===== src/sv/assert_macros.svh =====
// Assertion macros used by the resampler top level.
// No dependencies; take in by `include where assertions are written.
`ifndef ASSERT_MACROS_SVH
`define ASSERT_MACROS_SVH

// Check a property on every rising edge, disabled while reset is held.
`define IQD_ASSERT(lbl, clk, rst_n, prop, msg) \
  lbl: assert property (@(posedge clk) disable iff (!rst_n) (prop)) else $error(msg);

// Check a property on every rising edge, reset cycles included.
`define IQD_ASSERT_ALWAYS(lbl, clk, prop, msg) \
  lbl: assert property (@(posedge clk) (prop)) else $error(msg);

`endif


===== src/sv/iqd_pkg.sv =====
// Shared types and constants for the I/Q linear interpolation downsampler.
// No dependencies; imported by every module of the block.
package iqd_pkg;

  localparam int SAMPLE_W        = 16;
  localparam int RATIO_W         = 24;
  localparam int FRAC_BITS_DEF   = 16;
  localparam int QUEUE_DEPTH_DEF = 4;

  typedef struct packed {
    logic signed [SAMPLE_W-1:0] sample_i;
    logic signed [SAMPLE_W-1:0] sample_q;
  } iq_in_t;

  typedef struct packed {
    logic signed [SAMPLE_W-1:0] out_i;
    logic signed [SAMPLE_W-1:0] out_q;
  } iq_out_t;

  // Both end points of one interpolation
  typedef struct packed {
    iq_in_t prev;
    iq_in_t cur;
  } iq_pair_t;

  typedef struct packed {
    logic full;
    logic empty;
  } q_stat_t;

endpackage


===== src/sv/iqd_queue.sv =====
// Short queue of pending interpolations between front and back end.
// Depends on iqd_pkg.
module iqd_queue #(
  parameter int DEPTH  = iqd_pkg::QUEUE_DEPTH_DEF,
  parameter int W_BITS = iqd_pkg::FRAC_BITS_DEF
) (
  input  logic              clk,
  input  logic              rst_n,
  input  logic              push,
  input  iqd_pkg::iq_pair_t push_pair,
  input  logic [W_BITS-1:0] push_weight,
  input  logic              pop,
  output iqd_pkg::iq_pair_t pop_pair,
  output logic [W_BITS-1:0] pop_weight,
  output iqd_pkg::q_stat_t  stat
);
  import iqd_pkg::*;

  localparam int PTR_W = (DEPTH > 1) ? $clog2(DEPTH) : 1;
  localparam int CNT_W = $clog2(DEPTH + 1);

  iq_pair_t          pair_mem [DEPTH];
  logic [W_BITS-1:0] weight_mem [DEPTH];

  logic [PTR_W-1:0] wr_ptr_r, wr_ptr_nxt;
  logic [PTR_W-1:0] rd_ptr_r, rd_ptr_nxt;
  logic [CNT_W-1:0] count_r, count_nxt;

  always_comb begin
    wr_ptr_nxt = wr_ptr_r;
    rd_ptr_nxt = rd_ptr_r;
    if (push) begin
      wr_ptr_nxt = (wr_ptr_r == PTR_W'(DEPTH - 1)) ? '0 : wr_ptr_r + PTR_W'(1);
    end
    if (pop) begin
      rd_ptr_nxt = (rd_ptr_r == PTR_W'(DEPTH - 1)) ? '0 : rd_ptr_r + PTR_W'(1);
    end
    case ({push, pop})
      2'b10:   count_nxt = count_r + CNT_W'(1);
      2'b01:   count_nxt = count_r - CNT_W'(1);
      default: count_nxt = count_r;
    endcase
  end

  always_ff @(posedge clk) begin
    if (!rst_n) begin
      wr_ptr_r <= '0;
      rd_ptr_r <= '0;
      count_r  <= '0;
    end else begin
      wr_ptr_r <= wr_ptr_nxt;
      rd_ptr_r <= rd_ptr_nxt;
      count_r  <= count_nxt;
    end
  end

  always_ff @(posedge clk) begin
    if (push) begin
      pair_mem[wr_ptr_r]   <= push_pair;
      weight_mem[wr_ptr_r] <= push_weight;
    end
  end

  assign pop_pair   = pair_mem[rd_ptr_r];
  assign pop_weight = weight_mem[rd_ptr_r];
  assign stat.full  = count_r == CNT_W'(DEPTH);
  assign stat.empty = count_r == '0;

endmodule


===== config.mk =====
export PLATFORM = sky130hd
export DESIGN_NAME = iqd_queue
export DESIGN_NICKNAME = d
export VERILOG_FILES = /design/src/sv/assert_macros.svh /design/src/sv/iqd_pkg.sv /design/src/sv/iqd_queue.sv
export SDC_FILE = /design/constraint.sdc
export NUM_CORES = 1
export LEC_CHECK = 0
export BUFFER_PORTS_ARGS = -buffer_cell sky130_fd_sc_hd__buf_2
export CAP_MARGIN = 15
export CORE_MARGIN = 2
export CORE_UTILIZATION = 57
export DETAILED_ROUTE_END_ITERATION = 16
export PLACE_DENSITY = 0.85
export SLEW_MARGIN = 20
export SYNTH_ARGS = -nofsm -noshare
export SYNTH_HDL_FRONTEND = slang
export SYNTH_SLANG_ARGS = --single-unit

===== constraint.sdc =====
create_clock -name clk -period 3.64 [get_ports clk]
set_clock_uncertainty 0.05 [all_clocks]
set_input_delay 0.546 -clock clk [delete_from_list [all_inputs] [get_ports clk]]
set_output_delay 0.546 -clock clk [all_outputs]
set_load 0.005 [all_outputs]

Yosys cells after proc, flatten, opt, wreduce, memory -nomap -nowiden

Memory sizes are Yosys's and may differ from the RTL's. A register that Yosys moved wholly into a read port is not among the register bits.
Cells that the tools add are included.

ROM bits: 0
Bits in latches: 0
Input bits: 84
Memories: 2
Flip-flop bits (word level): 7
Word-level logic and storage cells: 25
RAM bits: 320

Muxes and demuxes: 9
Shift-type cells: 0
Reduce and logical (&&, ||, !) cells: 2
Eq/ne operators: 5
$mul: 0
Div/mod/pow operators: 0
Add/subtract/negate cells: 4
Bitwise logic cells: 0
$lt $le $gt $ge: 0

Memory list:

| memory     | words | width | rd ports | clocked after memory_dff | write ports | RTL line        | RTL |
|---|---|---|---|---|---|---|---|
| pair_mem   | 4     | 64    | 1        | 1                        | 1           | iqd_queue.sv:22 | `iq_pair_t pair_mem [DEPTH];` |
| weight_mem | 4     | 16    | 1        | 1                        | 1           | iqd_queue.sv:23 | `logic [W_BITS-1:0] weight_mem [DEPTH];` |

Operator list:

| cell                                                                  | number |
|---|---|
| 2-bit two-way mux                                                     | 6 |
| 2-bit equality test, second input constant                            | 3 |
| 3-bit case mux with 2 select lines                                    | 1 |
| 2-bit by 1-bit adder with 2-bit output, second input constant         | 2 |
| 3-bit by 1-bit adder with 3-bit output, second input constant         | 1 |
| 3-bit equality test, second input constant                            | 1 |
| 3-bit logical NOT                                                     | 1 |
| 3-bit by 1-bit subtractor with 3-bit output, second input constant    | 1 |
| 2-bit by 1-bit equality test with 1-bit output, second input constant | 1 |
| 1-bit two-way mux                                                     | 2 |
| 2-bit nonzero test                                                    | 1 |

Depth between registers and ports, before layout

Gate-level depths: netlist of run 1.

Depth in word-level cells: 4
Mapped depth: 7
Gate-level depth less buffers: 7

Worst setup path after synthesis of run 1

OpenSTA, ideal clock, no wires.

Path kind: register to register
Start: register wr_ptr_r[0]
End: memory pair_mem[3][0] in the netlist's numbering, enable pin
Arrival time: 2.412 ns
Stages on the path, launching flop included: 3
Period minus slack after synthesis: 2.909 ns
Slack: 0.731 ns
Data required time: 3.143 ns
Path buffers: 0
Cells stage by stage: dfxtp_1 > ha_1 > and2_1

RTL lines:

| element                  | RTL line        | RTL |
|---|---|---|
| start: declaration       | iqd_queue.sv:25 | `logic [PTR_W-1:0] wr_ptr_r, wr_ptr_nxt;` |
| start signal: assignment | iqd_queue.sv:51 | `wr_ptr_r <= wr_ptr_nxt;` |
| end: declaration         | iqd_queue.sv:22 |  |

No word-level cell before the write port.

==> summary.txt, run 1 <==
Initial Util = 0.579
Yosys cell types = 24
DRT Pass-1 Iters = 4
Detailed-placement wirelength estimate = 13000 µm
Startpoint types = register
Leakage = 4.73 nW
Critical path fanouts, max = 41
PortBufs = 165
Reg2Reg Setup Slack = 1.69 ns
Dpl cell area = 13200 µm²
WP data required = 3.04 ns
Slew headroom = 0.549
DRC violations left = 0
Overall routing resource usage = 0.194
GR Util met3 = 0.0448
GRT met1 Usage = 0.249
Total number of vias = 5387
Number of global-route vias before repair = 5929
Cells after Synth = 465
Setup violators final = 0
Die height = 150 µm
Antenna violations before repair = 1
Worst-Skew Late Latency = 0.54 ns
CP arrival = 2.38 ns
Period minus WS final = 2.97 ns
Clock sink total = 329
Routability Congestion = 0.679
Core Area = 20900 µm²
M2 GR Usage = 0.339
Grt ovf = 0
Detailed Route Iter0 Violations = 344
CTS Hold Bufs = 0
CTS tree = yes
Hold Crit Class = input pin to register
FILL cells = 1304
Avg Inst Size Synth = 26.0 µm²
Max clock buf depth = 3
WL final = 21200 µm
Syn_nets = 556
Via density = 5.67
GRT Max-Usage Layer = met2
# IOs = 166
Status = finished clean
Setup CP Type = register to output pin
Post-synthesis sequential area ratio = 0.810
Synth Warn # = 0
Fin. Hold Viols = 0
Root buffer cell = clkbuf_16
Flops & latches, synth = 329
Cell area power density = 558 nW/µm²
Site row count = 53
Actual transition at the worst max-transition pin = 0.676 ns
Synth-to-Final Area Change = 16.5%
Post-Syn Area = 12100 µm²
Clock-pin slew on the worst setup and hold paths = 0.06 ns
Total Negative Setup Slacks = 0 ns
Max-cap viol count = 0
Fin crit share = 0.816
Unrepaired setup endpoints after global routing = no
CTS buffer count = 31
H-tree level count = 1
Share of cells above drive strength 1 = 0.436
Horiz. Die Dim = 150 µm
Post-CTS Setup Bufs = 0
Fin area = 14100 µm²
Total area of multi-input combinational cells = 2070 µm²
Die Footprint = 22400 µm²
CP Capture Type = output pin
Pin count of the biggest net entering global routing = 49
First-pass GRT wire length = 32700 µm
Nets = 743
Max VDD drop = 0.418 mV
Slew Limit Fails = 0
Sequential cell area = 9800 µm²
Max Freq = 337 MHz
Fin Hold WS = 0.168 ns
Layout Utilization = 0.674
Post_cts resized = 0
Routed len/inst = 22.3 µm
Routed Antenna Nets = 0
[layer usage]
metal  vias up  part of all wire
li1       2360                 -
met1      2821              0.40
met2       172              0.52
met3        34             0.059
met4         0             0.021
met5         -                 0
[worst paths after layout]
check | startpoint | to | depth (start not counted)
max reg2reg | wr_ptr_r[0] | pair_mem[1][8] | 3
max | register | pop_pair[55] | 3
min reg2reg | count_r[2] | count_r[2] | 2
min | push_pair[59] | pair_mem[2][59] | 1
[cells in the final DEF (no fill, tap or decap)]
cell / count
edfxtp_1: 320
xor2_1: 1
nand2_1: 1
clkbuf_8: 2
and2_1: 2
ha_1: 6
clkinv_1: 5
dfxtp_1: 7
xnor2_1: 1
fa_1: 1
and3_1: 1
or3_1: 1
nor2b_1: 4
clkinv_2: 3
buf_12: 6
o21ai_0: 2
buf_4: 1
diode_2: 1
a21oi_1: 1
mux2i_1: 3
a21boi_0: 1
nor2_1: 1
and2_4: 4
clkbuf_16: 31
buf_2: 165
nor3_1: 1
nor3b_1: 1
mux4_2: 80
clkbuf_1: 14
dfxtp_4: 2
inv_1: 6
[logic make-up (layout without fill, tap and decap cells)]
family | after synthesis | count (layout) | synth area share
AO/OA/AOI/OAI | 4 | 4 | 0.00186
AND/OR/NAND/NOR | 16 | 16 | 0.00787
other | 0 | 1 | 0
multiplexers | 83 | 83 | 0.152
XOR/XNOR | 2 | 2 | 0.00145
buffers and inverters | 24 | 233 | 0.0197
flip-flops | 329 | 329 | 0.810
adder cells (fa/ha/maj) | 7 | 7 | 0.00787
[Yosys cell counts]
library cell,instances,area [µm²]
xnor2_1,1,8.76
nor2_1,1,3.75
nand2_1,1,3.75
dfxtp_1,9,180
fa_1,1,20.0
buf_2,8,40.0
nor3_1,1,5.00
or3_1,1,6.26
buf_6,1,11.3
nor3b_1,1,7.51
mux2i_1,3,30.0
a21boi_0,1,7.51
o21ai_0,2,10.0
and2_1,6,37.5
ha_1,6,75.1
buf_1,1,3.75
nor2b_1,4,25.0
edfxtp_1,320,9610
inv_1,6,22.5
buf_12,8,160
mux4_2,80,1800
and3_1,1,6.26
xor2_1,1,8.76
a21oi_1,1,5.00
[flip-flops by register name, indices dropped and copies added, names as in the netlist, named ones only]
signal	cells
rd_ptr_r	2
count_r	3
pair_mem	256
weight_mem	64
wr_ptr_r	2
[where the power goes]
part | total (mW) | internal (mW) | switching [mW]
combinational | 0.641 | 0.333 | 0.308
sequential | 4.39 | 4.32 | 0.0710
clock | 2.83 | 1.60 | 1.23
total | 7.86 | 6.25 | 1.61
[cell type report]
class	count	area share
antenna	1	0.000178
clock buffer	47	0.0608
clock inverter	8	0.00240
inverter	6	0.00160
multi-input combinational	112	0.147
sequential	329	0.696
tap	275	0.0244
timing repair buffer	172	0.0677
[metrics by stage]
step	power, mW	worst slack, ns	cells
6_report	7.86	0.668	950
5_1_grt	8.14	0.477	949
4_1_cts	7.94	0.576	949
3_5_place_dp	5.12	1.18	894
3_3_place_gp	5.08	1.21	894
2_1_floorplan	4.84	0.731	465
[critical path, stage by stage, from the launching register on]
cell,delay [ns]
dfxtp_4,0.69
buf_12,0.37
mux4_2,0.58
buf_2,0.15
Note: power is estimated with default switching activity, not from simulation.
==> inputs of run 2 (changes only) <==
==> constraint.sdc (replaced) <==
create_clock -name clk -period 2.87 [get_ports clk]
set_clock_uncertainty 0.05 [all_clocks]
set_input_delay 0.4305 -clock clk [delete_from_list [all_inputs] [get_ports clk]]
set_output_delay 0.4305 -clock clk [all_outputs]
set_load 0.005 [all_outputs]
==> summary.txt, run 2 (synthesis results as in run 1) <==
Placed cell count = 905 (+1.2%)
Final non-filler cell total = 967 (+1.8%)
FILL cells = 1276 (-2.1%)
First-pass GRT wire length = 32700 µm (+0.25%)
Largest register FFs = 256 (unchanged)
Pin count of the biggest net entering global routing = 37 (-24%)
Antenna violations before repair = 4 (+3)
Worst path slowest cell = mux4_2
Die Footprint = 22400 µm² (unchanged)
Max clock buf depth = 3 (unchanged)
CTS buffer count = 31 (unchanged)
Worst r2r path cells = 4 (+1)
Critical path fanouts, max = 30 (-27%)
Unrepaired setup endpoints after global routing = no
DRT Pass-1 Iters = 4 (unchanged)
Total Negative Setup Slacks = 0 ns (unchanged)
Number of global-route vias before repair = 5871 (-0.98%)
Detailed Route Iter0 Violations = 432 (+26%)
Cell area power density = 716 nW/µm² (+28%)
Share of cells above drive strength 1 = 0.451 (+0.0152)
Grt ovf = 0 (unchanged)
Max-cap viol count = 0 (unchanged)
H-tree level count = 1 (unchanged)
Routed Antenna Nets = 0 (unchanged)
Fin crit share = 0.904
Core Area = 20900 µm² (unchanged)
PortBufs = 165 (unchanged)
Total Power = 10.2 mW (+30%)
Hold Path Depth = 1 (unchanged)
CTS tree = yes
Overall routing resource usage = 0.195 (+0.000798)
WL final = 21600 µm (+1.7%)
Fin Hold WS = 0.0367 ns (-0.131 ns)
Nets = 755 (+1.6%)
Actual transition at the worst max-transition pin = 0.523 ns (-0.153 ns)
Fin. Hold Viols = 0 (unchanged)
Most frequent cells in the layout = 320 x edfxtp_1, 165 x buf_2, 80 x mux4_2
Dpl ws = 0.657 ns (-0.522 ns)
Max Freq = 386 MHz
DRC violations left = 0 (unchanged)
Detailed-placement wirelength estimate = 13900 µm (+6.3%)
Regs by FF count = pair_mem x256, weight_mem x64, count_r x3
Slew Limit Fails = 0 (unchanged)
Slew headroom = 0.651 (+0.102)
Setup CP Type = register to output pin
Max VDD drop = 0.545 mV (+30%)
Via density = 5.65 (-0.30%)
CP Capture Type = output pin
Hold Crit Class = input pin to register
Routability Congestion = 0.728 (+7.3%)
Routed len/inst = 22.3 µm (about the same)
CP arrival = 2.11 ns (-0.27 ns)
Synth-to-Final Area Change = 18.1%
Setup violators final = 0 (unchanged)
Total number of vias = 5467 (+1.5%)
Initial Util = 0.579 (unchanged)
Root buffer cell = clkbuf_16
Status = finished clean
Worst-path cell chain = buf_12, mux4_2, buf_2
Reg2reg start = wr_ptr_r[0]
Hold_sp = push_pair[41]
Worst-Skew Late Latency = 0.56 ns (+0.02 ns)
# IOs = 166 (unchanged)
Die height = 150 µm (unchanged)
WP data required = 2.39 ns (-0.65 ns)
Site row count = 53 (unchanged)
Slowest stage delay, CP = 0.56 ns (-0.13 ns)
Clock sink total = 329 (unchanged)
Largest register by flop count = pair_mem
Startpoint types = register
Post-route worst setup slack = 0.277 ns (-0.392 ns)
Leakage = 4.84 nW (+2.2%)
Post_cts resized = 0 (unchanged)
Commonest non-fill, non-tap cell in the layout = edfxtp_1
Clock-pin slew on the worst setup and hold paths = 0.06 ns (about the same)
Horiz. Die Dim = 150 µm (unchanged)
Period minus WS final = 2.59 ns
-- run 2: cell types whose count changed in the layout (fill, tap and decap cells not counted), moves of 2 or more --
cell | previous run | this run
clkinv_1 | 5 | 9
clkinv_4 | 0 | 2
clkbuf_1 | 14 | 8
diode_2 | 1 | 3
bufinv_16 | 0 | 2
buf_4 | 1 | 12
clkbuf_8 | 2 | 0
-- run 2: path summary, 6_finish.rpt --
check	end	slack, ns
min reg2reg	count_r[2]	0.48
max reg2reg	pair_mem[0][25]	1.05
max	pop_weight[7]	0.28
min	pair_mem[1][41]	0.04
-- run 2: report_power, final --
| group | switching, mW | internal (mW) |
|---|---|---|
| registers | 0.0682 | 5.48 |
| logic | 0.422 | 0.442 |
| clock network | 1.64 | 2.17 |
| total | 2.13 | 8.09 |
-- run 2: layout make-up --
cell class                      count  area [µm²]  share of cell area
Clock inverter                     19         159              0.0111
Sequential cell                   329        9800               0.686
Tap cell                          275         344              0.0241
Timing Repair Buffer              184        1060              0.0745
Multi-Input combinational cell    112        2070               0.145
Inverter                            6        22.5             0.00158
Clock buffer                       39         806              0.0565
Antenna cell                        3        7.51            0.000526
-- run 2: worst max-delay path, delay by kind of cell (launching register included) --
| kind | cells | cell delay [ns] |
|---|---|---|
| buf+inv | 2 | 0.44 |
| mux | 1 | 0.56 |
| flops | 1 | 0.51 |
-- run 2: repair_timing --
item / CTS / global route
endpoints found under the setup margin: 0 / 2
hold buffers: 0 / 0
setup buffers: 0 / 1
endpoints found under the hold margin: 0 / 0
-- run 2: per-stage QoR --
| step | util | instance area, µm² |
|---|---|---|
| global placement | 0.635 | 13300 |
| global route | 0.683 | 14300 |
| finish | 0.683 | 14300 |
| CTS | 0.682 | 14200 |
| floorplan | - | 12100 |
| detailed placement | 0.635 | 13300 |
-- run 2: layer usage --
layer	share of wire	GRT usage	wire [µm]
met2	0.53	0.330	11400
met3	0.070	0.0473	1520
met1	0.38	0.254	8150
met5	0.00060	0	13
met4	0.022	0.0605	474
