===== src/sv/assert_macros.svh =====
// Assertion macros used by the resampler top level.
// No dependencies; take in by `include where assertions are written.
`ifndef ASSERT_MACROS_SVH
`define ASSERT_MACROS_SVH

// Check a property on every rising edge, disabled while reset is held.
`define IQD_ASSERT(lbl, clk, rst_n, prop, msg) \
  lbl: assert property (@(posedge clk) disable iff (!rst_n) (prop)) else $error(msg);

// Check a property on every rising edge, reset cycles included.
`define IQD_ASSERT_ALWAYS(lbl, clk, prop, msg) \
  lbl: assert property (@(posedge clk) (prop)) else $error(msg);

`endif


===== src/sv/iqd_pkg.sv =====
// Shared types and constants for the I/Q linear interpolation downsampler.
// No dependencies; imported by every module of the block.
package iqd_pkg;

  localparam int SAMPLE_W        = 16;
  localparam int RATIO_W         = 24;
  localparam int FRAC_BITS_DEF   = 16;
  localparam int QUEUE_DEPTH_DEF = 4;

  typedef struct packed {
    logic signed [SAMPLE_W-1:0] sample_i;
    logic signed [SAMPLE_W-1:0] sample_q;
  } iq_in_t;

  typedef struct packed {
    logic signed [SAMPLE_W-1:0] out_i;
    logic signed [SAMPLE_W-1:0] out_q;
  } iq_out_t;

  // Both end points of one interpolation
  typedef struct packed {
    iq_in_t prev;
    iq_in_t cur;
  } iq_pair_t;

  typedef struct packed {
    logic full;
    logic empty;
  } q_stat_t;

endpackage


===== src/sv/iqd_front.sv =====
// Front end: accepts input beats, tracks phase and previous sample, queues outputs due.
// Depends on iqd_pkg.
module iqd_front #(
  parameter int FRAC_BITS = iqd_pkg::FRAC_BITS_DEF
) (
  input  logic                        clk,
  input  logic                        rst_n,
  input  logic                        in_valid,
  output logic                        in_ready,
  input  iqd_pkg::iq_in_t             in_data,
  input  logic                        cfg_we,
  input  logic [iqd_pkg::RATIO_W-1:0] cfg_data,
  input  iqd_pkg::q_stat_t            q_stat,
  output logic                        q_push,
  output iqd_pkg::iq_pair_t           q_pair,
  output logic [FRAC_BITS-1:0]        q_weight
);
  import iqd_pkg::*;

  localparam int PH_W  = FRAC_BITS + 9;
  localparam int ACC_W = ((PH_W > RATIO_W + 1) ? PH_W : RATIO_W + 1) + 1;
  localparam logic [ACC_W-1:0]   ONE_A     = ACC_W'(1) << FRAC_BITS;
  localparam logic [RATIO_W-1:0] RATIO_RST = ONE_A[RATIO_W-1:0];

  logic [RATIO_W-1:0] ratio_r, ratio_nxt;
  logic [PH_W-1:0]    phase_r, phase_nxt;
  iq_in_t             prev_r, prev_nxt;

  logic             accept;
  logic             emit;
  logic [ACC_W-1:0] ratio_ext, ratio_eff, phase_ext, phase_sum;

  assign in_ready = !q_stat.full;
  assign accept   = in_valid && in_ready;

  always_comb begin
    ratio_ext = ACC_W'(ratio_r);
    // clamp ratios below one up to exactly one
    ratio_eff = (ratio_ext < ONE_A) ? ONE_A : ratio_ext;
    phase_ext = ACC_W'(phase_r);
    emit      = phase_ext < ONE_A;
    phase_sum = emit ? (phase_ext + ratio_eff - ONE_A) : (phase_ext - ONE_A);
    phase_nxt = accept ? phase_sum[PH_W-1:0] : phase_r;
    prev_nxt  = accept ? in_data : prev_r;
    ratio_nxt = cfg_we ? cfg_data : ratio_r;
  end

  assign q_push   = accept && emit;
  assign q_pair   = '{prev: prev_r, cur: in_data};
  assign q_weight = phase_r[FRAC_BITS-1:0];

  always_ff @(posedge clk) begin
    if (!rst_n) begin
      ratio_r <= RATIO_RST;
      phase_r <= '0;
      prev_r  <= '0;
    end else begin
      ratio_r <= ratio_nxt;
      phase_r <= phase_nxt;
      prev_r  <= prev_nxt;
    end
  end

endmodule


===== config.mk =====
export PLATFORM = sky130hd
export DESIGN_NAME = iqd_front
export DESIGN_NICKNAME = d
export VERILOG_FILES = /design/src/sv/assert_macros.svh /design/src/sv/iqd_pkg.sv /design/src/sv/iqd_front.sv
export SDC_FILE = /design/constraint.sdc
export NUM_CORES = 1
export LEC_CHECK = 0
export ABC_AREA = 1
export BUFFER_PORTS_ARGS = -buffer_cell sky130_fd_sc_hd__clkbuf_2
export CORE_UTILIZATION = 34
export CTS_BUF_LIST = sky130_fd_sc_hd__clkbuf_16
export CTS_CLUSTER_SIZE = 25
export DETAILED_ROUTE_END_ITERATION = 6
export PLACE_DENSITY_LB_ADDON = 0.12
export SLEW_MARGIN = 20
export SYNTH_ARGS = -nofsm -noshare
export SYNTH_HDL_FRONTEND = slang
export SYNTH_SLANG_ARGS = --single-unit

===== constraint.sdc =====
create_clock -name clk -period 5.2 [get_ports clk]
set_input_delay 0.78 -clock clk [delete_from_list [all_inputs] [get_ports clk]]
set_output_delay 0.78 -clock clk [all_outputs]
set_load 0.1 [all_outputs]

# Yosys cells after proc, flatten, opt, wreduce, memory -nomap -nowiden
# Index checks and enable logic that the tools add are counted.
totals:
  ramBits: 0
  out_inout_bits: 82
  regBits: 81
  rom_bits: 0
  memories: 0
  latch_bits: 0
  inputBits: 62
op_classes:
  n_div: 0
  n_bitwise: 0
  reduce_logical: 3
  order_cmp: 2
  muxes: 2
  n_eq_ne: 0
  n_addsub: 3
  n_mul: 0
  shift: 0
op_table:
  columns: ["op", "n"]
  rows:
  - ["subtractor 25 x 17 -> 25 bit, second input constant", 2]
  - ["adder 25 x 24 -> 25 bit", 1]
  - ["< comparator 25 x 17 -> 1 bit, second input constant", 1]
  - ["two-way mux 25 bit", 1]
  - ["< comparator 24 x 17 -> 1 bit, second input constant", 1]
  - ["two-way mux 24 bit", 1]
  - ["logical AND 1 bit", 2]
  - ["logical NOT 1 bit", 1]

# Logic depth before layout (Yosys ltp)
# Gate-level depths: netlist of the first run.
depth:
  ltp_word: 5
  ltp_mapped: 19
  depth_no_buf: 18

# Worst setup path before layout of the first run
# OpenSTA, ideal clock, no wires.
synth_path:
  path_type: "input-to-output"
  start: "in q_stat[1] (netlist bit)"
  end: "out q_push"
  n_path_buf: 1
  path_slack_ns: 2.184
  path_stages: 6
  t_required_ns: 4.420
  t_arrival_ns: 2.236
  path_cell_list: "inv_1 -> nand2_1 -> inv_1 -> nand2_4 -> clkinv_4 -> buf_6"
synth_via:
  elab_chain_cells: 3
synth_lines:
  columns: ["element", "line", "text"]
  rows:
  - ["from (decl)", "iqd_front.sv:13", "input iqd_pkg::q_stat_t q_stat,"]
  - ["logical NOT 1 bit", "iqd_front.sv:33", "assign in_ready = !q_stat.full;"]
  - ["logical AND 1 bit", "iqd_front.sv:34", "assign accept = in_valid && in_ready;"]
  - ["logical AND 1 bit", "iqd_front.sv:48", "assign q_push = accept && emit;"]
  - ["to (decl)", "iqd_front.sv:14", "output logic q_push,"]
# Every way passes these cells.

# Final worst setup path of the first run
# Same ends and word-level chain as after synthesis.

==> flow_metrics.py, run 1 <==
metrics = {
    "power_and_ir_drop": {
        "comb_power_share": 0.383,
        "cellLeakagePower_uw": 0.00330,
        "internal_power_uw": 1250,
        "power_per_cell_area_nw_per_um2": 355,
        "power_frac_seq": 0.318,
        "netSwitchingFraction": 0.431,
        "power.switching_uw": 945,
        "p_clk_frac": 0.299,
        "ir_worst_vdd_uv": 163,
    },
    "floorplanning": {
        "chipHeight_um": 127,
        "die_w_um": 127,
        "initial_core_util": 0.351,
        "placementRows": 45,
        "core_um2": 15300,
        "io_pins": 144,
        "dieArea_um2": 16200,
    },
    "routing": {
        "vias_per_cell": 4.58,
        "wire_per_inst_um": 13.5,
        "ant_nets": 0,
        "drtPass1Iterations": 4,
        "drtIter0Drc": 232,
        "drc": 0,
        "wl_mm": 14.7,
        "route.vias.total": 4972,
    },
    "worst_setup_path": {
        "arrival_ns": 2.44,
        "cp_data_required_time_ns": 4.42,
        "crit_type": "input port to output pin",
        "end_kind": "output pin",
        "start_kind": "input port",
        "crit_fanout": 41,
    },
    "timing": {
        "fin_ws_ns": 1.98,
        "fin_skew_ns": 0.00698,
        "tightest_slew_ns": 0.940,
        "post-route-period-util": 0.619,
        "rsz0062_at_grt": "false",
        "slew_viol_final": 0,
        "slew_headroom": 0.373,
        "hold_viol_final": 0,
        "setup_viol": 0,
        "setup_tns_ns": 0,
        "timing.hold.ws_ns": 0.460,
        "finalCriticalPeriod_ns": 3.22,
        "timing.fmax_mhz": 311,
    },
    "logic_synthesis": {
        "synthArstFlopShare": 0,
        "synth_cell_types": 36,
        "syn_avg_cell_area_um2": 6.82,
        "ys_warn_count": 0,
        "synth_edf_count": 0,
        "synth_cells": 785,
        "ys_seq_area_frac": 0.303,
        "synth_seq_cells": 81,
        "synth_top_flop_cell": "dfxtp_1",
        "netlist.area_leader.share": 0.303,
        "synth_top_cell_by_area": "dfxtp_1",
        "synth_fp_nets": 896,
        "synth_area_leaders": "dfxtp_1 30%, ha_1 11%, nor2_1 8.5%",
        "netlist_area_um2": 5350,
    },
    "worst_hold_path": {
        "worstHoldPathType": "flop to flop",
    },
    "clock_network": {
        "root_buffer": "clkbuf_16",
        "clk_latency_ns": 0.35,
        "post_cts_buffers": 0,
        "htreeDepth": 3,
        "cts_tree": "done",
        "clk_path_buf_depth": 2,
        "cts_made_buffers": 9,
        "clkTransAtPathRegs_ns": 0.06,
        "cts.sinks": 81,
        "ctsResizeCount": 0,
        "ctsHoldBuffers": 0,
    },
    "flow_run": {
        "maxCapViolations": 0,
    },
    "finish": {
        "fin_util": 0.405,
        "area_growth_pct": 15.4,
        "drive_above_1_share": 0.199,
        "diodes": 0,
        "final_common_cell": "clkbuf_2",
        "layout_common_cells": "142 x clkbuf_2, 121 x nor2_1, 118 x nand2_1",
        "nFillCells": 1722,
        "finalNetCount": 981,
    },
    "global_routing": {
        "antenna_found_initial": 0,
        "globalRoute.busiestLayer": "met2",
        "met2_usage": 0.273,
        "grt.overflow.total": 0,
        "use_met3": 0.0343,
        "grt_max_degree": 51,
        "grt_use_met1": 0.261,
        "grt_pass1_wl_mm": 22.8,
        "grt_use_total": 0.182,
        "grt_pass1_vias": 4362,
    },
    "status": {
        "status": "finished, final reports clean",
    },
    "place": {
        "portBuffers": 142,
        "place_ws_ns": 1.98,
        "place_congestion": 0.842,
        "place_hpwl_mm": 11.2,
    },
}
==> flip-flops by register name (all words and copies together) (netlist names) <==
signal and flops:
ratio_r 24, phase_r 25, q_pair 32
==> layout make-up <==
type	count	area (µm²)	share of cell area
inverters	113	434	0.0703
well taps	211	264	0.0428
multi-input cells	518	2810	0.455
clock inverters	7	71.3	0.0116
flip-flops and latches	81	1620	0.263
clock buffers	9	225	0.0365
repair buffers	147	748	0.121
==> critical path: stages <==
cell      delay [ns]
clkbuf_2        0.07
inv_1           0.04
nand2_1         0.05
buf_4           0.36
inv_1           0.15
nand2_4         0.26
clkinv_4        0.26
clkbuf_2        0.44
==> worst paths after layout <==
path                from          end  slack [ns]  depth (start not counted)
min           ratio_r[9]   ratio_r[9]        0.46                          2
max reg2reg  ratio_r[18]  phase_r[19]        2.15                         19
min reg2reg   ratio_r[9]   ratio_r[9]        0.46                          2
max            q_stat[1]       q_push        1.98                          8
==> logic make-up after synthesis <==
kind of cell,synth area share
and+or+nand+nor,0.229
adders and majority gates,0.116
xor gates and xnor gates,0.0180
DFF,0.303
AOI/OAI and AO/OA,0.162
buffers and inverters,0.172
==> per-stage QoR <==
| stage | area, µm² | cells | power (µW) |
|---|---|---|---|
| 3_5_place_dp | 5880 | 1070 | 1550 |
| 5_1_grt | 6170 | 1086 | 2330 |
| 4_1_cts | 6170 | 1086 | 2220 |
| 3_3_place_gp | 5880 | 1070 | 1550 |
| 6_report | 6170 | 1086 | 2190 |
| 2_1_floorplan | 5350 | 785 | 1410 |
==> metal layers <==
| layer | wire length (µm) | part of all wire |
|---|---|---|
| met3 | 519 | 0.035 |
| met5 | 0 | 0 |
| met1 | 7480 | 0.51 |
| met4 | 155 | 0.011 |
| met2 | 6510 | 0.44 |
==> synth_stat cells (2+ instances only) <==
cell type / n
nand3_1: 27
xor2_1: 6
nand2_1: 118
o21ai_1: 4
o211ai_1: 2
buf_4: 48
nand4_1: 9
nor3_1: 8
inv_1: 111
a21oi_1: 67
ha_1: 48
o21ai_0: 80
dfxtp_1: 81
a21oi_2: 2
o21bai_1: 2
xnor2_1: 5
nand3_2: 2
nor2_1: 121
buf_2: 5
buf_6: 2
o21a_1: 6
clkbuf_1: 17
==> power groups by stage <==
stage | clock (µW) | sequential [µW] | combinational (µW)
floorplan | 0 | 822 | 591
detailed placement | 0 | 711 | 840
finish | 657 | 697 | 840
global placement | 0 | 711 | 840
global route | 710 | 703 | 915
CTS | 678 | 698 | 843
Note: power is estimated with default switching activity, not from simulation.
==> inputs of run 2 (changes only) <==
Clock period 5.2 ns to 3.3 ns, I/O delays scaled along.
==> flow_metrics.py, run 2 (synthesis results as in run 1) <==
metrics = {
    "worst_setup_path": {
        "startpoint": "ratio_r[18]",
        "end_kind": "flop",
        "crit_buf_inv": 2,
        "slowest_stage": "fa_1",
        "timing.critical_path.mode_cell": "nand2_1",
        "cpLargestDelayFamily": "simple AND/OR/NAND/NOR gates",
        "r2r_start": "ratio_r[18]",
        "cp_data_required_time_ns": 3.59,
        "worstPathCellList": "inv_1, nand2_1, nor4_2, buf_12, nor2_1, ha_1, ha_1, fa_1, nand3_1, nand2_1, nand2_1, nand2_1, nand2_1, nand2_1, nand2_1, nand2_1, nand2_1, nand3_1, a21oi_1",
        "crit_fanout": 17,
        "reg2reg_to": "phase_r[19]",
        "slowest_delay_ns": 0.41,
        "arrival_ns": 3.33,
        "r2r_slack_ns": 0.25,
        "start_kind": "flop",
        "critical_path_depth": 19,
        "critPathCapture": "phase_r[19]",
        "ff2ff_path_depth": 19,
        "crit_type": "flop to flop",
    },
    "timing": {
        "tightest_slew_ns": 0.641,
        "setup_viol": 0,
        "rsz0062_at_grt": "false",
        "setup_tns_ns": 0,
        "timing.fmax_mhz": 328,
        "fin_ws_ns": 0.252,
        "finalCriticalPeriod_ns": 3.05,
        "slew_headroom": 0.572,
        "fin_skew_ns": 0.00836,
        "hold_viol_final": 0,
        "post-route-period-util": 0.924,
        "slew_viol_final": 0,
    },
    "clock_network": {
        "htreeDepth": 3,
        "ctsResizeCount": 0,
        "clk_latency_ns": 0.35,
        "cts_made_buffers": 9,
        "clkTransAtPathRegs_ns": 0.06,
        "cts.sinks": 81,
        "root_buffer": "clkbuf_16",
        "post_cts_buffers": 0,
        "cts_tree": "done",
        "clk_path_buf_depth": 2,
        "ctsHoldBuffers": 0,
    },
    "power_and_ir_drop": {
        "internal_power_uw": 1900,
        "power_per_cell_area_nw_per_um2": 548,
        "power_frac_seq": 0.323,
        "netSwitchingFraction": 0.441,
        "p_clk_frac": 0.287,
        "power.switching_uw": 1500,
        "comb_power_share": 0.390,
        "ir_worst_vdd_uv": 284,
        "cellLeakagePower_uw": 0.00329,
    },
    "floorplanning": {
        "initial_core_util": 0.351,
        "core_um2": 15300,
        "dieArea_um2": 16200,
        "placementRows": 45,
        "io_pins": 144,
        "die_w_um": 127,
        "chipHeight_um": 127,
    },
    "routing": {
        "wl_mm": 14.4,
        "wire_per_inst_um": 13.3,
        "route.vias.total": 4962,
        "ant_nets": 0,
        "drtPass1Iterations": 4,
        "drtIter0Drc": 201,
        "drc": 0,
        "vias_per_cell": 4.56,
    },
    "place": {
        "place_ws_ns": 0.279,
        "place_congestion": 0.874,
        "portBuffers": 142,
        "place_hpwl_mm": 11.3,
    },
    "global_routing": {
        "grt.overflow.total": 0,
        "antenna_found_initial": 0,
        "grt_use_total": 0.185,
        "grt_pass1_vias": 4526,
        "grt_max_degree": 42,
        "grt_pass1_wl_mm": 23.2,
    },
    "finish": {
        "finalNetCount": 983,
        "layout_common_cells": "141 x clkbuf_2, 121 x nor2_1, 118 x nand2_1",
        "final_common_cell": "clkbuf_2",
        "largest_reg_flops": 32,
        "drive_above_1_share": 0.201,
        "area_growth_pct": 15.8,
        "diodes": 0,
    },
    "flow_run": {
        "maxCapViolations": 0,
    },
    "worst_hold_path": {
        "worstHoldPathType": "input port to flop",
    },
    "status": {
        "status": "finished, final reports clean",
    },
}
[run 2: cell count changes in the layout (fill, tap and decap cells not counted), sizes merged]
cell | previous run | this run
buf | 5 | 8
clkinvlp | 1 | 4
clkinv | 4 | 2
bufinv | 1 | 0
clkbuf | 151 | 150
[run 2: worst min path at each step]
stage                            start           to  slack [ns]  cells after the start
after floorplan             ratio_r[0]   ratio_r[0]        0.43                      2
after global placement      ratio_r[0]   ratio_r[0]        0.45                      2
after detailed placement    ratio_r[3]   ratio_r[3]        0.45                      2
after CTS                 cfg_data[16]  ratio_r[16]        0.37                      3
after global routing        in_data[5]   q_pair[37]        0.41                      3
final                     cfg_data[16]  ratio_r[16]        0.38                      3
[run 2: area by class of cell]
| type | instances | area [µm²] |
|---|---|---|
| tap | 211 | 264 |
| clock buffer | 9 | 225 |
| fill | 1717 | 9060 |
| inverter | 113 | 434 |
| multi-input combinational | 518 | 2810 |
| sequential | 81 | 1620 |
| clock inverter | 7 | 53.8 |
| timing repair buffer | 149 | 791 |
[run 2: through the flow]
step	total power (µW)	cell area (µm²)	instances	hold WS [ns]	util
4_1_cts	3440	6200	1088	0.371	0.406
2_1_floorplan	2230	5350	785	0.434	-
3_3_place_gp	2450	5920	1072	0.449	0.388
5_1_grt	3610	6200	1088	0.413	0.406
6_report	3400	6200	1088	0.377	0.406
3_5_place_dp	2450	5920	1072	0.451	0.388
[run 2: per-layer routing]
layer	wire length, µm	vias to the layer above	GRT usage
met1	7380	2224	0.261
met3	499	11	0.0364
met4	149	0	0.0525
met5	0	-	0
li1	-	2658	-
met2	6410	69	0.284
[run 2: worst min-delay path: stages]
cell	delay (ns)
clkbuf_2	0.07
nand2_1	0.06
nand3_1	0.07
[run 2: power by group through the flow]
stage          logic [µW]  clock network (µW)  registers [µW]
2_1_floorplan         932                   0            1300
3_3_place_gp         1330                   0            1120
3_5_place_dp         1330                   0            1120
4_1_cts              1330                1010            1100
5_1_grt              1450                1050            1110
6_report             1320                 976            1100
==> inputs of run 3 (changes only) <==
Settings changed: CORE_UTILIZATION 34 to 50.
==> flow_metrics.py, run 3 (synthesis results as in run 1) <==
metrics = {
    "worst_setup_path": {
        "slowest_delay_ns": 0.42,
        "timing.critical_path.mode_cell": "nand2_1",
        "worstPathCellList": "inv_1, nand4_1, nor4_4, buf_12, nor2_1, ha_1, ha_1, fa_1, nand3_1, nand2_1, nand2_1, nand2_1, nand2_1, nand2_1, xor2_1, o21ai_0, inv_1",
        "cp_data_required_time_ns": 3.54,
        "end_kind": "flop",
        "crit_type": "flop to flop",
        "slowest_stage": "fa_1",
        "start_kind": "flop",
        "crit_fanout": 17,
        "arrival_ns": 3.25,
    },
    "routing": {
        "route.vias.total": 5034,
        "drc": 0,
        "drtIter0Drc": 177,
        "wl_mm": 13.0,
        "drtPass1Iterations": 4,
        "vias_per_cell": 4.98,
        "wire_per_inst_um": 12.9,
        "ant_nets": 0,
    },
    "global_routing": {
        "grt_pass1_vias": 4551,
        "grt_pass1_wl_mm": 21.4,
        "grt.overflow.total": 0,
        "grt_max_degree": 47,
        "grt_use_total": 0.241,
        "antenna_found_initial": 0,
    },
    "finish": {
        "largest_reg_flops": 32,
        "final_common_cell": "clkbuf_2",
        "nFillCells": 1067,
        "drive_above_1_share": 0.200,
        "layout_common_cells": "141 x clkbuf_2, 121 x nor2_1, 118 x nand2_1",
        "area_growth_pct": 14.5,
        "finalNetCount": 981,
        "diodes": 0,
    },
    "place": {
        "place_hpwl_mm": 10.1,
        "place_congestion": 0.926,
        "portBuffers": 142,
    },
    "clock_network": {
        "clk_latency_ns": 0.34,
        "root_buffer": "clkbuf_16",
        "ctsHoldBuffers": 0,
        "clkTransAtPathRegs_ns": 0.07,
        "htreeDepth": 3,
        "cts_made_buffers": 9,
        "cts.sinks": 81,
        "clk_path_buf_depth": 2,
        "cts_tree": "done",
    },
    "power_and_ir_drop": {
        "ir_worst_vdd_uv": 356,
        "cellLeakagePower_uw": 0.00331,
        "power_uw": 3470,
        "power_per_cell_area_nw_per_um2": 566,
    },
    "timing": {
        "fin_skew_ns": 0.00701,
        "tightest_slew_ns": 0.588,
        "setup_viol": 0,
        "slew_headroom": 0.608,
        "timing.fmax_mhz": 332,
        "hold_viol_final": 0,
        "setup_tns_ns": 0,
        "slew_viol_final": 0,
        "finalCriticalPeriod_ns": 3.02,
        "post-route-period-util": 0.914,
        "rsz0062_at_grt": "false",
    },
    "floorplanning": {
        "placementRows": 37,
        "chipHeight_um": 105,
        "die_w_um": 105,
        "core_um2": 10400,
        "dieArea_um2": 11100,
        "io_pins": 144,
        "initial_core_util": 0.516,
    },
    "flow_run": {
        "maxCapViolations": 0,
    },
    "status": {
        "status": "finished, final reports clean",
    },
    "worst_hold_path": {
        "worstHoldPathType": "input port to flop",
    },
}
## run 3: changes by cell type in the layout (fill, tap and decap cells not counted), sizes merged
cell	previous run	this run
clkinv	2	1
inv	114	116
bufinv	0	1
buf	8	6
clkinvlp	4	2
## run 3: worst paths after layout
check               start          end  slack, ns  depth (start not counted)
min          cfg_data[16]  ratio_r[16]       0.37                          3
max           ratio_r[21]  phase_r[11]       0.28                         17
min reg2reg   ratio_r[10]  ratio_r[10]       0.46                          2
max reg2reg   ratio_r[21]  phase_r[11]       0.28                         17
## run 3: layer usage
metal	vias up	share of wire	global-route usage
li1	2644	-	-
met1	2276	0.49	0.333
met2	101	0.45	0.382
met3	13	0.045	0.0365
met4	0	0.014	0.0825
met5	-	0	0
## run 3: cell type report
type | count | area, µm² | share of cell area
clock buffer | 9 | 225 | 0.0367
timing repair buffer | 147 | 776 | 0.127
sequential | 81 | 1620 | 0.264
inverter | 113 | 434 | 0.0708
tap | 136 | 170 | 0.0278
clock inverter | 7 | 85.1 | 0.0139
multi-input combinational | 518 | 2820 | 0.460
## run 3: power breakdown
group	total [µW]	internal, µW	leakage (µW)	switching [µW]
combinational	1320	331	0.00249	987
clock	1050	602	0.000146	449
sequential	1100	1050	0.000668	44.7
## run 3: critical path, delay by kind of cell, from the launching register on
kind                       cells  cell delay, ns
adders and majority gates      3            0.92
DFF                            1            0.30
AOI/OAI and AO/OA              1            0.16
xor gates and xnor gates       1            0.15
and+or+nand+nor                9            1.02
buffers and inverters          3            0.35
## run 3: timing repair
action | in CTS | in global routing
setup endpoints to repair | 0 | 2
resized for setup | 0 | 1
setup buffers | 0 | 0
## run 3: per-stage QoR
| step | util | hold WS [ns] | instance area, µm² | setup slack [ns] | cells |
|---|---|---|---|---|---|
| finish | 0.591 | 0.372 | 6130 | 0.285 | 1011 |
| global route | 0.591 | 0.392 | 6130 | 0.0392 | 1011 |
| CTS | 0.590 | 0.369 | 6120 | 0.275 | 1011 |
| detailed placement | 0.560 | 0.450 | 5810 | 0.285 | 995 |
| global placement | 0.560 | 0.446 | 5810 | 0.354 | 995 |
| floorplan | - | 0.434 | 5350 | 0.371 | 785 |
